==> config.mk <==
export PLATFORM = sky130hd
export DESIGN_NAME = sorted_priority_queue_core
export DESIGN_NICKNAME = d
export VERILOG_FILES = /design/src/design/spq_pkg.sv /design/src/design/spq_cell.sv /design/src/design/sorted_priority_queue_core.sv
export SDC_FILE = /design/constraint.sdc
export NUM_CORES = 1
export LEC_CHECK = 0
export BUFFER_PORTS_ARGS = -buffer_cell sky130_fd_sc_hd__buf_2
export CORE_UTILIZATION = 60
export CTS_CLUSTER_SIZE = 30
export DETAILED_ROUTE_END_ITERATION = 10
export PLACE_DENSITY_LB_ADDON = 0.05
export SYNTH_ARGS = -nofsm -noshare
export SYNTH_HDL_FRONTEND = slang
export SYNTH_HIERARCHICAL = 1
export SYNTH_SLANG_ARGS = --single-unit
==> constraint.sdc <==
create_clock -name clk_i -period 9.1 [get_ports clk_i]
set_input_delay 1.365 -clock clk_i [delete_from_list [all_inputs] [get_ports clk_i]]
set_output_delay 1.365 -clock clk_i [all_outputs]
set_load 0.02 [all_outputs]
==> src/design/spq_pkg.sv <==
package spq_pkg;

  localparam int CAPACITY = 16;
  localparam int CNT_W    = $clog2(CAPACITY + 1);
  localparam int KEY_W    = 32;
  localparam int COUNT_W  = 5;

  typedef logic signed [KEY_W-1:0] key_t;

  typedef enum logic [1:0] {
    CMD_INSERT  = 2'd0,
    CMD_DEQUEUE = 2'd1,
    CMD_PEEK    = 2'd2,
    CMD_INC_KEY = 2'd3
  } cmd_e;

  typedef enum logic [1:0] {
    ST_OK    = 2'd0,
    ST_EMPTY = 2'd1,
    ST_NEG   = 2'd2,
    ST_FULL  = 2'd3
  } status_e;

  typedef struct packed {
    cmd_e command;
    key_t key;
    key_t amount;
  } in_t;

  typedef struct packed {
    key_t               value;
    status_e            status;
    logic [COUNT_W-1:0] count;
  } out_t;

  typedef struct packed {
    logic shift;
    logic load;
  } cell_ctrl_t;

endpackage

==> src/design/spq_cell.sv <==
module spq_cell import spq_pkg::*; (
  input  logic       clk_i,
  input  cell_ctrl_t ctrl_i,
  input  key_t       right_i,
  input  key_t       load_data_i,
  output key_t       entry_o
);

  key_t entry_q;
  key_t entry_d;

  always_comb begin
    priority if (ctrl_i.load) begin
      entry_d = load_data_i;
    end else if (ctrl_i.shift) begin
      entry_d = right_i;
    end else begin
      entry_d = entry_q;
    end
  end

  always_ff @(posedge clk_i) begin
    entry_q <= entry_d;
  end

  assign entry_o = entry_q;

endmodule

==> src/design/sorted_priority_queue_core.sv <==
// Sorted priority queue of signed Q16.16 keys, up to CAPACITY entries.
// Input channel: in_valid_i / in_stall_o with payload in_i (command, key,
// amount). A transaction is taken when valid is high and stall is low.
// Output channel: out_valid_o / out_stall_i with payload out_o (value,
// status, count); exactly one result per input transaction.
// Config: cfg_we_i / cfg_wdata_i write order_mode (0 largest first,
// 1 smallest first); write only while idle.
// Peek, dequeue, a negative amount and an insert into a full queue go
// straight to the result stage. Insert makes one pass in which the
// entries are rotated through the chain of cells one entry per cycle,
// past the compare at the head cell; an insert that lands ahead of a held
// entry adds a step that loads the key without rotating. Increase-key first
// makes a removal pass, then reports full if the queue stays full, else
// makes an insert pass with the new key. One command is in flight at a time.
// The input side is open again as soon as the result sits in the output
// register, even if that result is still stalled.
// Reset empties the queue, clears out_valid_o and sets order_mode to 0.
// While out_stall_i holds a result, the next finished result waits in an
// internal stage and the input stays stalled until it moves out.
module sorted_priority_queue_core import spq_pkg::*; (
  input  logic clk_i,
  input  logic rst_ni,
  input  logic cfg_we_i,
  input  logic cfg_wdata_i,
  input  logic in_valid_i,
  output logic in_stall_o,
  input  in_t  in_i,
  output logic out_valid_o,
  input  logic out_stall_i,
  output out_t out_o
);

  localparam logic [1:0] S_IDLE = 2'd0;
  localparam logic [1:0] S_REM  = 2'd1;
  localparam logic [1:0] S_INS  = 2'd2;
  localparam logic [1:0] S_FIN  = 2'd3;

  logic [1:0]       state_q, state_d;
  logic [CNT_W-1:0] held_q, held_d;
  logic [CNT_W-1:0] rem_q, rem_d;
  logic             ins_q, ins_d;
  logic             mode_q;
  key_t             key_q, key_d;
  key_t             nk_q, nk_d;
  out_t             res_q, res_d;
  out_t             out_q, out_d;
  logic             out_valid_q, out_valid_d;

  key_t             entry [CAPACITY];
  key_t             right [CAPACITY];
  cell_ctrl_t       ctrl  [CAPACITY];
  key_t             head;
  key_t             load_data;
  logic             shift_all, load_all, load_key;
  logic [CNT_W-1:0] load_pos;
  logic signed [KEY_W:0] adj_sum;
  key_t             adj_key;

  function automatic logic goes_before(input logic mode, input key_t a, input key_t b);
    goes_before = mode ? (a < b) : (a > b);
  endfunction

  assign head      = entry[0];
  assign load_data = load_key ? key_q : head;

  for (genvar i = 0; i < CAPACITY; i++) begin : g_cell
    if (i == CAPACITY - 1) begin : g_last
      assign right[i] = entry[i];
    end else begin : g_mid
      assign right[i] = entry[i+1];
    end
    assign ctrl[i] = '{shift: shift_all && ((CNT_W'(i) + CNT_W'(1)) < held_q),
                       load:  load_all && (CNT_W'(i) == load_pos)};
    spq_cell u_cell (
      .clk_i       (clk_i),
      .ctrl_i      (ctrl[i]),
      .right_i     (right[i]),
      .load_data_i (load_data),
      .entry_o     (entry[i])
    );
  end

  always_comb begin
    if (mode_q) begin
      adj_sum = {in_i.key[KEY_W-1], in_i.key} - {in_i.amount[KEY_W-1], in_i.amount};
      adj_key = (adj_sum < $signed({2'b11, {(KEY_W-1){1'b0}}}))
                ? {1'b1, {(KEY_W-1){1'b0}}} : adj_sum[KEY_W-1:0];
    end else begin
      adj_sum = {in_i.key[KEY_W-1], in_i.key} + {in_i.amount[KEY_W-1], in_i.amount};
      adj_key = (adj_sum > $signed({2'b00, {(KEY_W-1){1'b1}}}))
                ? {1'b0, {(KEY_W-1){1'b1}}} : adj_sum[KEY_W-1:0];
    end
  end

  assign in_stall_o = (state_q != S_IDLE);

  always_comb begin
    state_d     = state_q;
    held_d      = held_q;
    rem_d       = rem_q;
    ins_d       = ins_q;
    key_d       = key_q;
    nk_d        = nk_q;
    res_d       = res_q;
    out_d       = out_q;
    out_valid_d = out_valid_q && out_stall_i;
    shift_all   = 1'b0;
    load_all    = 1'b0;
    load_key    = 1'b0;
    load_pos    = held_q;

    unique case (state_q)
      S_IDLE: begin
        if (in_valid_i) begin
          res_d.value  = '0;
          res_d.status = ST_OK;
          res_d.count  = COUNT_W'(held_q);
          state_d      = S_FIN;
          unique case (in_i.command)
            CMD_INSERT: begin
              if (held_q == CNT_W'(CAPACITY)) begin
                res_d.status = ST_FULL;
              end else begin
                key_d   = in_i.key;
                rem_d   = held_q;
                ins_d   = 1'b0;
                state_d = S_INS;
              end
            end
            CMD_DEQUEUE, CMD_PEEK: begin
              if (held_q == '0) begin
                res_d.status = ST_EMPTY;
              end else begin
                res_d.value = head;
                if (in_i.command == CMD_DEQUEUE) begin
                  shift_all   = 1'b1;
                  held_d      = held_q - CNT_W'(1);
                  res_d.count = COUNT_W'(held_q - CNT_W'(1));
                end
              end
            end
            CMD_INC_KEY: begin
              if (in_i.amount[KEY_W-1]) begin
                res_d.status = ST_NEG;
              end else begin
                key_d   = in_i.key;
                nk_d    = adj_key;
                rem_d   = held_q;
                state_d = S_REM;
              end
            end
            default: ;
          endcase
        end
      end
      S_REM: begin
        if (rem_q == '0) begin
          if (held_q == CNT_W'(CAPACITY)) begin
            res_d.value  = '0;
            res_d.status = ST_FULL;
            res_d.count  = COUNT_W'(held_q);
            state_d      = S_FIN;
          end else begin
            key_d   = nk_q;
            rem_d   = held_q;
            ins_d   = 1'b0;
            state_d = S_INS;
          end
        end else begin
          // rotate head to tail, dropping matches
          shift_all = 1'b1;
          rem_d     = rem_q - CNT_W'(1);
          if (head == key_q) begin
            held_d = held_q - CNT_W'(1);
          end else begin
            load_all = 1'b1;
            load_pos = held_q - CNT_W'(1);
          end
        end
      end
      S_INS: begin
        if (rem_q == '0) begin
          if (!ins_q) begin
            load_all = 1'b1;
            load_key = 1'b1;
            load_pos = held_q;
            held_d   = held_q + CNT_W'(1);
          end
          res_d.value  = '0;
          res_d.status = ST_OK;
          res_d.count  = COUNT_W'(held_q + (ins_q ? CNT_W'(0) : CNT_W'(1)));
          state_d      = S_FIN;
        end else if (!ins_q && goes_before(mode_q, key_q, head)) begin
          load_all = 1'b1;
          load_key = 1'b1;
          load_pos = held_q;
          held_d   = held_q + CNT_W'(1);
          ins_d    = 1'b1;
        end else begin
          shift_all = 1'b1;
          load_all  = 1'b1;
          load_pos  = held_q - CNT_W'(1);
          rem_d     = rem_q - CNT_W'(1);
        end
      end
      S_FIN: begin
        if (!out_valid_q || !out_stall_i) begin
          out_d       = res_q;
          out_valid_d = 1'b1;
          state_d     = S_IDLE;
        end
      end
      default: state_d = S_IDLE;
    endcase
  end

  always_ff @(posedge clk_i or negedge rst_ni) begin
    if (!rst_ni) begin
      state_q     <= S_IDLE;
      held_q      <= '0;
      rem_q       <= '0;
      ins_q       <= 1'b0;
      mode_q      <= 1'b0;
      out_valid_q <= 1'b0;
    end else begin
      state_q     <= state_d;
      held_q      <= held_d;
      rem_q       <= rem_d;
      ins_q       <= ins_d;
      out_valid_q <= out_valid_d;
      if (cfg_we_i) begin
        mode_q <= cfg_wdata_i;
      end
    end
  end

  always_ff @(posedge clk_i) begin
    key_q <= key_d;
    nk_q  <= nk_d;
    res_q <= res_d;
    out_q <= out_d;
  end

  assign out_valid_o = out_valid_q;
  assign out_o       = out_q;

  assert property (@(posedge clk_i) disable iff (!rst_ni)
    held_q <= CNT_W'(CAPACITY))
    else $error("entry count above capacity");

  assert property (@(posedge clk_i) disable iff (!rst_ni)
    state_q == S_REM |=> held_q <= $past(held_q))
    else $error("entry count grew during removal pass");

  assert property (@(posedge clk_i) disable iff (!rst_ni)
    out_valid_o && out_o.status != ST_OK |-> out_o.value == '0)
    else $error("nonzero value on error result");

  assert property (@(posedge clk_i) disable iff (!rst_ni)
    out_valid_o && out_o.status == ST_EMPTY |-> out_o.count == '0)
    else $error("empty status with nonzero count");

endmodule
== Word level (Yosys, flattened, before mapping) ==
Index checks and enable logic that the tools add are counted.
Word-level totals
  register bits after elaboration: 669
  input bits: 72
  output and inout port bits: 41
  logic and storage cells: 275
Operators by class
  add/sub/neg operators: 6
  order comparisons: 19
  equality and inequality tests: 40
  mux-type cells: 110
  bitwise gates (word level): 1
  reduce and logical (&&, ||, !) cells: 69
Operator list (number)
  2-to-1 mux 32 bit: 41
  2-to-1 mux 39 bit: 4
  case mux 32 bit (2 select lines): 2
  case mux 39 bit (3 select lines): 1
  2-to-1 mux 5 bit: 19
  == test 4 x 5 -> 1 bit (first input constant): 8
  less-than comparator 4 x 5 -> 1 bit (first input constant): 8
  nonzero test 2 bit: 17
  adder 32 x 32 -> 33 bit: 1
  greater-than comparator 33 x 32 -> 1 bit (second input constant): 1
  logical AND 1 bit: 33
  less-than comparator 33 x 32 -> 1 bit (second input constant): 1
  subtractor 32 x 32 -> 33 bit: 1
  == test 32 bit: 1
  greater-than comparator 32 bit: 1
  less-than comparator 32 bit: 1
  case mux 5 bit (3 select lines): 2
  2-to-1 mux 1 bit: 26
  inequality test 2 bit (second input constant): 11
  == test 3 x 5 -> 1 bit (first input constant): 4
  less-than comparator 3 x 5 -> 1 bit (first input constant): 4
  case mux 5 bit (2 select lines): 2
  AND reduction 6 bit: 3
  zero test 5 bit: 3
  other kinds (29): 50

== Longest topological paths before layout ==
  word-level depth: 9
  gate-level depth with buffers: 15
  depth with buffers taken out: 14

== Modules after synthesis ==
The synthesis kept the hierarchy.
By module, submodules not included
  spq_cell: times used 16, cells an instance 69, area an instance 1507.7 sq um, sequential area each 960.9 sq um
  sorted_priority_queue_core: times used 1, cells an instance 1345, area an instance 12279.3 sq um, sequential area each 4639.4 sq um

== Least setup slack after synthesis ==
Ideal clock, no wire load.
  path type: input -> register
  start: input port in_i[64] (netlist name)
  end: register key_q[0] (enable)
  library setup time: 432 ps
  arrival: 5030 ps
  data required time: 8668 ps
  path slack: 3638 ps
  cell stages on the path: 7
  buffers on the path: 0
  cell sequence: ha_1 > nand2_1 > nor2_1 > nand2_1 > a21oi_1 > a21oi_1 > a21oi_1
On the way
  word-level cells in the longest chain between the ends: 3
  elaborated cells on any way between the ends: 6
  classes of those cells: eq/ne (4); reduce/logical (2)
Ends and longest elaborated chain
  from (decl): RTL line sorted_priority_queue_core.sv:27  | input in_t in_i,
  == test 2 bit / zero test 2 bit (equally long branches): RTL line sorted_priority_queue_core.sv:119  | unique case (in_i.command)
  inequality test 3 x 1 -> 1 bit (no line) / inequality test 3 bit (equally long branches)
  AND reduction 7 bit (no line) *
  to (signal assigned): RTL line sorted_priority_queue_core.sv:238  | key_q <= key_d;
  to (decl): RTL line sorted_priority_queue_core.sv:43  | key_t key_q, key_d;
Every way passes the cells marked *; elsewhere a longest branch is shown, timed or not.
A chain may end at the register's enable or synchronous reset.

==> metrics.yaml <==
cap_violations: 0
max_stage_delay_ns: 1.09
async_flop_share_pct: 2.24
vdd_drop_max_uv: 225
vias_per_cell: 6.13
drt_first_pass_iters: 5
synth_edf_count: 654
post_cts_resized: 0
grt_pass1_vias: 21298
hold_viol: 0
clock_latency_ns: 0.63
setup.worst_path.start: "key_q[14]$_DFFE_PP_"
path_delay_family: "simple AND/OR/NAND/NOR gates"
grt_max_degree: 88
drt-total-wl_um: 81300
ant_nets: 0
ioPinCount: 113
cts_tree: "yes"
drc_errors: 0
cp_max_fo: 33
drt-initial-drc-count: 1403
postCtsSetupBuffers: 0
hold_class: "flop to flop"
rr_startpoint: "key_q[14]$_DFFE_PP_"
min_from: "res_q[33]$_DFFE_PP_"
cp.required_ns: 9.36
placed_cell_area_um2: 37000
fin_area_um2: 39200
status: "complete, no violations"
min_period_ns: 5.94
die_w_um: 248
ff_latch_area_um2: 20000
setup_viol: 0
die_area_um2: 61700
fin_setup_tns_ns: 0
syn-num-nets: 2632
yosys_warnings: 6
cts-root-buf: "clkbuf_16"
numCtsBuffers: 72
slew_viol_final: 0
setup_slack_ns: 3.16
dp_worst_setup_slack_ns: 3.06
arrival_ns: 6.20
p_per_area_nw_per_um2: 365
timing.fmax_mhz: 168
slew_headroom_pct: 13.3
end_kind: "flop"
startpoint_type: "flop"
globalplace.congestion: 0.923
whs_ns: 0.415
crit_chain: "ha_1, nand4_1, nor4_1, a21oi_1, nor3b_1, o211ai_2, nand3_2, o31a_1, a311oi_2, nand3b_1, nor2_4, or2_1, buf_4"
rows: 89
portBuffers: 112
hpwl_um: 54500
syn2layout_area_growth_pct: 7.80
synth_area_leaders: "edfxtp_1, mux2_4, ha_1"
cts_max_level: 3
nets: 2724
grt_use_total_pct: 26.7
synth_area_per_cell_um2: 14.9
p_leak_nw: 14.7
cts_hold_buf: 0
rsz0062_at_grt: "false"
cts.path.max_buffers: 3
vias: 20615
synth-seq-cells: 669
power_mw: 14.3
synth_top_flop_cell: "edfxtp_1"
fillCellCount: 4251
antenna_found_initial: 1
dieHeight_um: 248
cts.clk_slew.worst_paths_ns: 0.06
cts_sinks: 669
post-route-period-util_pct: 65.3
critPathSlowestCell: "nor2_4"
core_area_um2: 59500
tightestPinTransition_ns: 1.30
crit_buf_inv: 1
drive_gt1_share_pct: 33.8
reg2reg_slack_ns: 3.16
grt_first_pass_wirelength_um: 125000
synth_cell_type_count: 81
multiInputGateArea_um2: 14600
synth_area_um2: 36400
synthCells: 2449
netlist.top_cell.by_area: "edfxtp_1"
wire_per_inst_um: 24.2
start_util_pct: 61.2
ys_seq_area_share_pct: 55.0
overflow: 0
worst-setup-path-type: "flop to flop"
finalClockSkew_ns: 0.0376
netlist.area_leader.share_pct: 53.9
==> placed cells by master, fill, tap and decap left out, types with 8 or more instances in the layout <==
cell       instances
nand2b_1          12
a21oi_1          121
nor4_1            22
mux2_4           464
nand4_1           19
buf_2            112
edfxtp_1         654
o21a_1            11
dfrtp_1           14
nor2_1            88
a31oi_1           14
inv_1            120
mux2i_1            8
or2_1             16
a211oi_1          11
a21o_1            25
o21bai_1          19
clkbuf_1          17
nor2b_1           12
clkinv_1          14
nor3_1            31
clkbuf_16         72
o21ai_0           75
and3_1            15
nand2_1           89
ha_1             108
or2_2              9
o211ai_1           9
o31ai_1           14
nor2_4            12
buf_4             38
mux2_2           110
o311ai_0          20
or3_1             10
nand3_1           30
and2_1            37
==> Yosys cell counts, drive strengths merged, types with 5 or more instances <==
| cell | count |
|---|---|
| edfxtp | 654 |
| mux2 | 574 |
| a21oi | 126 |
| inv | 123 |
| ha | 109 |
| nor2 | 101 |
| nand2 | 89 |
| buf | 84 |
| o21ai | 80 |
| clkbuf | 49 |
| and2 | 37 |
| nand3 | 32 |
| nor3 | 32 |
| a21o | 25 |
| or2 | 25 |
| nor4 | 24 |
| o311ai | 20 |
| nand4 | 19 |
| o21bai | 19 |
| and3 | 17 |
| a31oi | 16 |
| dfrtp | 15 |
| o31ai | 14 |
| nor2b | 13 |
| nand2b | 12 |
| a211oi | 11 |
| o21a | 11 |
| o211ai | 10 |
| or3 | 10 |
| a311oi | 8 |
| mux2i | 8 |
| a221oi | 6 |
| xnor2 | 6 |
| clkinv | 5 |
==> metrics by stage <==
step	util [%]	instances
2_1_floorplan	-	2449
3_3_place_gp	62.1	3239
3_5_place_dp	62.1	3240
4_1_cts	66.0	3362
5_1_grt	66.0	3362
6_report	66.0	3363
==> routing by layer <==
metal	share of wire, %	global-route usage (%)	vias to the layer above
li1	-	-	9487
met1	44	35.6	10465
met2	48	44.7	533
met3	4.5	3.66	130
met4	3.1	9.88	0
met5	0	0	-
==> state kept, by name, indices dropped and copies added (netlist names) <==
signal	flops
mode_q	1
g_cell.u_cell/entry_o	512
out_valid_o	1
state_q	2
res_q	39
ins_q	1
rem_q	5
out_o	39
key_q	32
nk_q	32
held_q	5
==> final timing paths <==
check	endpoint	cells past startpoint
worst max-delay path	g_cell[5].u_cell/entry_o[14]$_DFFE_PP_	13
worst min-delay path	out_o[33]$_DFFE_PP_	0
worst max register to register	g_cell[5].u_cell/entry_o[14]$_DFFE_PP_	13
worst min register to register	out_o[33]$_DFFE_PP_	0
max in group asynchronous	mode_q$_DFFE_PN0P_	1
min in group asynchronous	held_q[3]$_DFFE_PN0P_	1
==> area by class of cell <==
type	count	share of cell area (%)
Sequential cell	669	51.0
Clock buffer	89	4.75
Antenna cell	1	0.00638
Timing Repair Buffer	151	2.18
Tap cell	773	2.46
Inverter	128	1.22
Clock inverter	33	1.08
Multi-Input combinational cell	1519	37.3
==> where the power goes <==
part / leakage, nW / internal, mW / switching [mW] / total [mW]
clock network: 1.09 / 1.65 / 1.23 / 2.87
registers: 6.23 / 5.43 / 0.463 / 5.90
logic: 7.41 / 2.25 / 3.30 / 5.55
total: 14.7 / 9.33 / 4.99 / 14.3
==> kinds of logic (layout without fill, tap and decap cells) <==
family / Yosys count / in the layout / share of synthesized area (%)
flops: 669 / 669 / 55.0
mux: 582 / 582 / 22.8
simple gates: 426 / 426 / 5.91
compound gates: 392 / 392 / 7.07
buf+inv: 261 / 401 / 5.22
fa+ha+maj: 111 / 111 / 3.86
xor+xnor: 8 / 8 / 0.192
other cells: 0 / 1 / 0
Power figures use the tool's default switching activity.
